File: src/hdl/assert_macros.svh
// Assertion macros shared by the S-box RTL.
// No dependencies; each macro expands to nothing when SYNTH is defined.
`ifndef ASSERT_MACROS_SVH
`define ASSERT_MACROS_SVH
`ifndef SYNTH
`define SBOX_ASSERT(lbl, prop) \
    lbl: assert property (@(posedge i_clk) disable iff (!i_rst_n) prop) \
        else $error("sbox assertion failed");
`define SBOX_ASSERT_IMPL(lbl, ante, cons) \
    `SBOX_ASSERT(lbl, (ante) |-> (cons))
`define SBOX_ASSERT_NEXT(lbl, ante, cons) \
    `SBOX_ASSERT(lbl, (ante) |=> (cons))
`else
`define SBOX_ASSERT(lbl, prop)
`define SBOX_ASSERT_IMPL(lbl, ante, cons)
`define SBOX_ASSERT_NEXT(lbl, ante, cons)
`endif
`endif

File: src/hdl/sbox_pkg.sv
// Package for the AES S-box: GF(2^8) constants, reduction, squaring and affine maps.
// No dependencies.
package sbox_pkg;

    localparam int unsigned GfBits = 8;
    localparam int unsigned ProdBits = 2 * GfBits - 1;

    // x^8 + x^4 + x^3 + x + 1
    localparam logic [GfBits:0]   GF_POLY        = 9'h11B;
    localparam logic [GfBits-1:0] AFFINE_ADD     = 8'h63;
    localparam logic [GfBits-1:0] AFFINE_INV_ADD = 8'h05;

    // Operation selector carried in tuser
    localparam logic OP_FORWARD = 1'b0;
    localparam logic OP_INVERSE = 1'b1;

    typedef logic [GfBits-1:0]   t_byte;
    typedef logic [ProdBits-1:0] t_prod;

    // Fold a carry-less product back into the field, top bit first
    function automatic t_byte gf_reduce(input t_prod p);
        t_prod acc;
        acc = p;
        for (int k = ProdBits - 1; k >= GfBits; k--) begin
            if (acc[k]) begin
                acc = acc ^ (t_prod'(GF_POLY) << (k - GfBits));
            end
        end
        return acc[GfBits-1:0];
    endfunction

    // Squaring is linear: spread bit i to bit 2i, then reduce
    function automatic t_byte gf_square(input t_byte a);
        t_prod s;
        s = '0;
        for (int i = 0; i < GfBits; i++) begin
            s[2*i] = a[i];
        end
        return gf_reduce(s);
    endfunction

    function automatic t_byte rol(input t_byte b, input int unsigned k);
        return t_byte'((b << k) | (b >> (GfBits - k)));
    endfunction

    function automatic t_byte affine_fwd(input t_byte b);
        return b ^ rol(b, 1) ^ rol(b, 2) ^ rol(b, 3) ^ rol(b, 4) ^ AFFINE_ADD;
    endfunction

    function automatic t_byte affine_inv(input t_byte s);
        return rol(s, 1) ^ rol(s, 3) ^ rol(s, 6) ^ AFFINE_INV_ADD;
    endfunction

endpackage

File: src/hdl/sbox_gf_mul.sv
// GF(2^8) multiplier, combinational, reduced by the AES polynomial.
// Depends on sbox_pkg.
module sbox_gf_mul import sbox_pkg::*; (
    input  t_byte i_a,
    input  t_byte i_b,
    output t_byte o_p
);

    t_prod prod;

    // Carry-less partial products, then one reduction
    always_comb begin
        prod = '0;
        for (int i = 0; i < GfBits; i++) begin
            if (i_b[i]) begin
                prod = prod ^ (t_prod'(i_a) << i);
            end
        end
    end

    assign o_p = gf_reduce(prod);

endmodule

File: src/hdl/aes_sbox_forward_inverse.sv
// AES S-box, forward and inverse, by GF(2^8) inversion (a^254) and the affine map.
// Depends on sbox_pkg, sbox_gf_mul and assert_macros.svh.
//
// Usage:
//   Input stream: i_s_tdata[7:0] is the byte, i_s_tuser[0] the operation
//   (0 forward, 1 inverse). A beat is taken when i_s_tvalid and o_s_tready.
//   Output stream: o_m_tdata[7:0] is the substituted byte, taken when
//   o_m_tvalid and i_m_tready.
//   An accepted input beat moves through r_v1, r_v2 and r_v3 to o_m_tvalid,
//   when the input skid is empty. Throughput: one byte per cycle while the
//   receiver keeps i_m_tready high.
//   The inversion runs as a three-stage chain of field multipliers
//   (a^3; a^14 and a^15; a^254), one multiplier depth per stage; that
//   stage depth sets the clock.
//   When the receiver stalls, the whole pipe holds and one further beat
//   lands in a single-entry input skid; o_s_tready is a register output
//   and drops while that skid is full.
//   Reset (synchronous, active low) clears all valid bits, the skid and
//   o_s_tready; the payload registers are not reset.
`include "assert_macros.svh"

module aes_sbox_forward_inverse import sbox_pkg::*; (
    input  logic       i_clk,
    input  logic       i_rst_n,
    input  logic       i_s_tvalid,
    output logic       o_s_tready,
    input  logic [7:0] i_s_tdata,   // [7:0] value_in
    input  logic [0:0] i_s_tuser,   // [0] operation
    output logic       o_m_tvalid,
    input  logic       i_m_tready,
    output logic [7:0] o_m_tdata    // [7:0] value_out
);

    // Input skid
    logic  r_skid_v, n_skid_v;
    logic  r_skid_op;
    t_byte r_skid_val;
    logic  r_s_tready;

    // Pipeline stages
    logic  r_v1, r_v2, r_v3;
    logic  r1_op, r2_op;
    t_byte r1_a2, r1_a3;
    t_byte r2_a14, r2_a15;
    t_byte r3_out;

    logic  en;
    logic  s_acc;
    logic  f_v, f_op;
    t_byte f_val, f_a, f_a2;
    t_byte m1_a3, a12, m2_a14, m2_a15, a240, m3_inv;

    assign o_s_tready = r_s_tready;
    assign s_acc      = i_s_tvalid && r_s_tready;
    assign en         = !r_v3 || i_m_tready;

    // Feed: skid first, else the port
    assign f_v   = r_skid_v || s_acc;
    assign f_op  = r_skid_v ? r_skid_op  : i_s_tuser[0];
    assign f_val = r_skid_v ? r_skid_val : i_s_tdata;

    always_comb begin
        n_skid_v = r_skid_v;
        if (en) begin
            n_skid_v = 1'b0;
        end else if (s_acc) begin
            n_skid_v = 1'b1;
        end
    end

    // Stage 1: undo affine for inverse, then a^2 and a^3
    assign f_a  = (f_op == OP_INVERSE) ? affine_inv(f_val) : f_val;
    assign f_a2 = gf_square(f_a);

    sbox_gf_mul u_mul1 (.i_a(f_a2), .i_b(f_a), .o_p(m1_a3));

    // Stage 2: a^12 by two squarings, then a^14 and a^15
    assign a12 = gf_square(gf_square(r1_a3));

    sbox_gf_mul u_mul2a (.i_a(a12), .i_b(r1_a2), .o_p(m2_a14));
    sbox_gf_mul u_mul2b (.i_a(a12), .i_b(r1_a3), .o_p(m2_a15));

    // Stage 3: a^240 by four squarings, a^254 = a^240 * a^14
    assign a240 = gf_square(gf_square(gf_square(gf_square(r2_a15))));

    sbox_gf_mul u_mul3 (.i_a(a240), .i_b(r2_a14), .o_p(m3_inv));

    // Control registers
    always_ff @(posedge i_clk) begin
        if (!i_rst_n) begin
            r_skid_v   <= 1'b0;
            r_s_tready <= 1'b0;
            r_v1       <= 1'b0;
            r_v2       <= 1'b0;
            r_v3       <= 1'b0;
        end else begin
            r_skid_v   <= n_skid_v;
            r_s_tready <= !n_skid_v;
            if (en) begin
                r_v1 <= f_v;
                r_v2 <= r_v1;
                r_v3 <= r_v2;
            end
        end
    end

    // Payload registers
    always_ff @(posedge i_clk) begin
        if (!en && s_acc) begin
            r_skid_op  <= i_s_tuser[0];
            r_skid_val <= i_s_tdata;
        end
        if (en) begin
            r1_op  <= f_op;
            r1_a2  <= f_a2;
            r1_a3  <= m1_a3;
            r2_op  <= r1_op;
            r2_a14 <= m2_a14;
            r2_a15 <= m2_a15;
            r3_out <= (r2_op == OP_FORWARD) ? affine_fwd(m3_inv) : m3_inv;
        end
    end

    assign o_m_tvalid = r_v3;
    assign o_m_tdata  = r3_out;

    // Checks
    `SBOX_ASSERT_NEXT(a_stall_holds_mid, !en && r_v2, r_v2)
    `SBOX_ASSERT_IMPL(a_skid_fills_on_stall, $rose(r_skid_v), $past(!en))
    `SBOX_ASSERT_NEXT(a_zero_inverse, en && r_v1 && (r1_a3 == '0), r2_a15 == '0)

endmodule
File: config.mk
export PLATFORM = sky130hd
export DESIGN_NAME = aes_sbox_forward_inverse
export DESIGN_NICKNAME = d
export VERILOG_FILES = /design/src/hdl/sbox_pkg.sv /design/src/hdl/sbox_gf_mul.sv /design/src/hdl/aes_sbox_forward_inverse.sv
export VERILOG_INCLUDE_DIRS = /design/src /design/src/hdl
export SDC_FILE = /design/constraint.sdc
export NUM_CORES = 1
export LEC_CHECK = 0
export BUFFER_PORTS_ARGS = -buffer_cell sky130_fd_sc_hd__buf_2
export CORE_AREA = 2 2 225 116
export DETAILED_ROUTE_END_ITERATION = 10
export DIE_AREA = 0 0 227 118
export SYNTH_ARGS = -nofsm -noshare
export SYNTH_HDL_FRONTEND = slang
export SYNTH_HIERARCHICAL = 1
export SYNTH_SLANG_ARGS = --single-unit
export TNS_END_PERCENT = 30
File: constraint.sdc
create_clock -name i_clk -period 4.9 [get_ports i_clk]
set_input_delay 0 -clock i_clk [delete_from_list [all_inputs] [get_ports i_clk]]
set_output_delay 0 -clock i_clk [all_outputs]
set_load 0.005 [all_outputs]
==> impl_metrics.csv <==
group,metric,value,unit
clock_network,clkLatencyLatePin,0.31,ns
drt,first_pass_iters,5,
die,design.core.area,0.02483,mm^2
critical_path,end_kind,"flop",
timing,finClkSkew,0.01554,ns
timing,setup_tns,0,ns
placement,gp_congestion,0.8334,
placement,io_buffer_count,22,
drt,detailedRoute.firstIterationViolations,583,
critical_path,critical_path_arrival,4.53,ns
logic_synthesis,most_instantiated_cells_after_synthesis,"243 x xnor2_1, 238 x nand2_1, 76 x xor2_1",
grt,grt_overflow,0,
clock_network,root_buffer,"clkbuf_16",
die,rows,41,
timing,final_period_minus_worst_setup_slack,4.480,ns
timing,rsz0062_at_grt,"false",
drt,wl,17.59,mm
logic_synthesis,synth_top_cell_by_area,"xnor2_1",
logic_synthesis,synth_compound_area_share,4.382,%
drt,routedWlPerCell,14.67,um
timing,final_hold_viols,0,
logic_synthesis,synthSimpleGateAreaFrac,17.10,%
die,start_util,29.67,%
grt,grt_pass1_wl,28.68,mm
logic_synthesis,ys.flop_type,"edfxtp_1",
cells_and_area,antennaDiodeCount,0,
placement,dp_cells,1181,
clock_network,clock_buffer_count_from_cts,5,
clock_network,cts_tree,"built",
die,die_w,227,um
logic_synthesis,synth_seq_cells,56,
timing,maxSlewViolCount,0,
clock_network,cts.clk_slew.worst_paths,0.09,ns
logic_synthesis,gate_count_of_the_mapped_netlist,855,
critical_path,reg2reg_setup_slack,0.42,ns
die,ios,23,
critical_path,crit_type,"reg -> reg",
clock_network,htree_num_levels,2,
critical_path,critical_path_required,4.95,ns
logic_synthesis,synth_top_area_share,28.89,%
job,max_cap_viol_count,0,
placement,dpl_hpwl,13.36,mm
drt,detail_route.vias_per_cell,4.533,
timing,worst_pin_slew,1.040,ns
logic_synthesis,asyncSetResetFlopFracSynth,0,%
timing,finalSetupViolations,0,
clock_network,post_cts_resize_count,0,
logic_synthesis,synth_enable_flop_cells,51,
cells_and_area,drive_gt1_share,12.87,%
critical_path,worstRegToRegCells,14,
drt,drc,0,
cells_and_area,num-nets-final,867,
clock_network,cts_max_path_buffers,2,
min_path,hold-path-endpoint,"o_s_tready$_SDFF_PN0_",
logic_synthesis,syn-cell-area,0.007367,mm^2
grt,grt_pass1_vias,5124,
min_path,worst_hold_path.num_cells,4,
drt,postRouteAntennaNets,0,
cells_and_area,area.growth.synth_to_final,8.101,%
critical_path,crit_reg_reg_startpoint,"r2_a15[1]$_DFFE_PP_",
logic_synthesis,synthesis.yosys.warnings,6,
logic_synthesis,synth_area_leaders,"xnor2_1 29%, edfxtp_1 21%, nand2_1 12%, xor2_1 9.0%, xnor3_1 4.3%",
grt,grt_max_degree,50,
timing,period_share,91.42,%
logic_synthesis,post_synth_mux_area_share,4.127,%
timing,slew_headroom,30.35,%
cells_and_area,post_layout_nonfiller_instances,1199,
min_path,hp-start,"i_s_tvalid",
logic_synthesis,synthesis.nets,868,
cells_and_area,fill_cell_instance_count_of_the_final_layout,2595,
logic_synthesis,parity_gate_share_of_the_synthesized_area_counting_xor_and_xnor_cells,45.50,%
critical_path,crit_fanout,11,
min_path,timing.hold.worst.class,"in -> reg",
logic_synthesis,yosysMostFrequentCell,"xnor2_1",
critical_path,r2r_endpoint,"o_m_tdata[5]$_DFFE_PP_",
timing,timing.fmax,0.2232,GHz
logic_synthesis,post_synth_fa_ha_maj_area_fraction,0,%
grt,total_routing_resource_utilization_after_global_routing,13.35,%
logic_synthesis,synth_top_family_by_area,"XOR/XNOR gates",
outcome,outcome,"finished, final reports clean",
logic_synthesis,syn-mean-instance-area,8.616,um^2
die,dieHeight,118,um
clock_network,cts.sink_count,56,
drt,route.vias.total,5435,
logic_synthesis,count_of_unique_library_cells_instantiated_by_yosys,42,
critical_path,cp-start-kind,"flop",
die,floorplan.die_area,0.02679,mm^2
logic_synthesis,synth_seq_area_share,22.15,%
grt,grt_antenna_before_repair,0,
critical_path,worst_setup_path_startpoint,"r2_a15[1]$_DFFE_PP_",
state kept, by name (all words and copies together), names as in the netlist, 8 cells and up:
signal and flops:
r1_a2 8, r1_a3 8, o_m_tdata 8, r_skid_val 8
r2_a15 8, r2_a14 8
per-stage QoR:
step	utilization, %	setup WS, ns	instance area [um^2]	hold slack [ns]
after detailed placement	31.06	0.3735	7712	0.2267
after CTS	32.08	0.3656	7964	0.05135
after global placement	31.06	0.5296	7712	0.2177
final	32.08	0.4205	7964	0.04975
after global routing	32.08	0.07843	7964	0.06363
after floorplan	-	1.179	7367	0.09887
what timing repair did:
action                    in CTS  in global routing
hold buffers                  10                  0
setup buffers                  0                  0
hold endpoints to repair      14                  0
layout make-up:
| cell class | instances | area, um^2 | share of cell area, % |
|---|---|---|---|
| repair buffers | 65 | 457.9 | 5.750 |
| flip-flops and latches | 56 | 1632 | 20.49 |
| multi-input cells | 717 | 5256 | 66.00 |
| inverters | 9 | 36.28 | 0.4556 |
| clock inverters | 3 | 26.28 | 0.3299 |
| well taps | 344 | 430.4 | 5.405 |
| clock buffers | 5 | 125.1 | 1.571 |
critical path, stage by stage (launching register included):
cell	delay, ns
edfxtp_1	0.58
xor2_1	0.22
xnor2_1	0.26
xor2_1	0.60
nand2_1	0.14
xnor2_1	0.23
xnor3_1	0.42
xnor2_1	0.30
xnor2_1	0.13
xnor2_1	0.37
xor2_1	0.30
xor2_1	0.29
xor2_1	0.17
nor2_1	0.06
xor2_1	0.14
layout by cell type, fill, tap and decap left out, types with 2 or more instances in the layout:
cell type      synthesis  final
o32ai_1                4      4
nand2_4                4      4
inv_1                  8      8
xnor2_2                8      9
mux2i_2                2      2
buf_4                 25     33
dlygate4sd3_1          0     10
xor2_2                 4      5
a22oi_1                4      4
nand2_1              238    238
nor2b_1                2      2
mux2i_1               13     13
xnor3_1               14     14
buf_2                 20     22
nand2_2                8      8
dfxtp_1                5      5
nor3_1                 8      8
xnor2_1              243    242
clkbuf_16              0      5
mux2_2                 5      5
a22oi_2                4      4
nor2_1                12     12
or3b_1                 4      4
a21oi_1                2      2
o22ai_1                4      4
nand2b_1              13     12
clkinv_4               0      2
edfxtp_1              51     51
mux2i_4                4      4
a21oi_2                2      2
nand3_1                8      8
o21ai_0               19     19
xor2_1                76     75
o211ai_1               4      4
routing by layer:
metal	track usage (%)	wire [um]	vias up
li1	-	-	2672
met1	23.36	10060	2603
met2	16.32	6242	153
met3	2.346	1215	7
met4	1.266	70	0
met5	0	0	-
kinds of logic after synthesis:
logic type,count (synthesis)
XOR/XNOR,347
flip-flops,56
buffers and inverters,82
AO/OA/AOI/OAI,47
multiplexers,24
AND/OR/NAND/NOR,299
worst max-delay path by stage:
stage | slack, ns | cells after the start | endpoint
CTS | 0.37 | 14 | o_m_tdata[5]$_DFFE_PP_
global route | 0.08 | 15 | o_m_tdata[4]$_DFFE_PP_
global placement | 0.53 | 14 | o_m_tdata[7]$_DFFE_PP_
floorplan | 1.18 | 14 | o_m_tdata[7]$_DFFE_PP_
finish | 0.42 | 14 | o_m_tdata[5]$_DFFE_PP_
detailed placement | 0.37 | 14 | o_m_tdata[5]$_DFFE_PP_
Power is left out: the tool's default activity adds up to more than one toggle a clock period on the data nets, which glitch-free logic cannot reach.
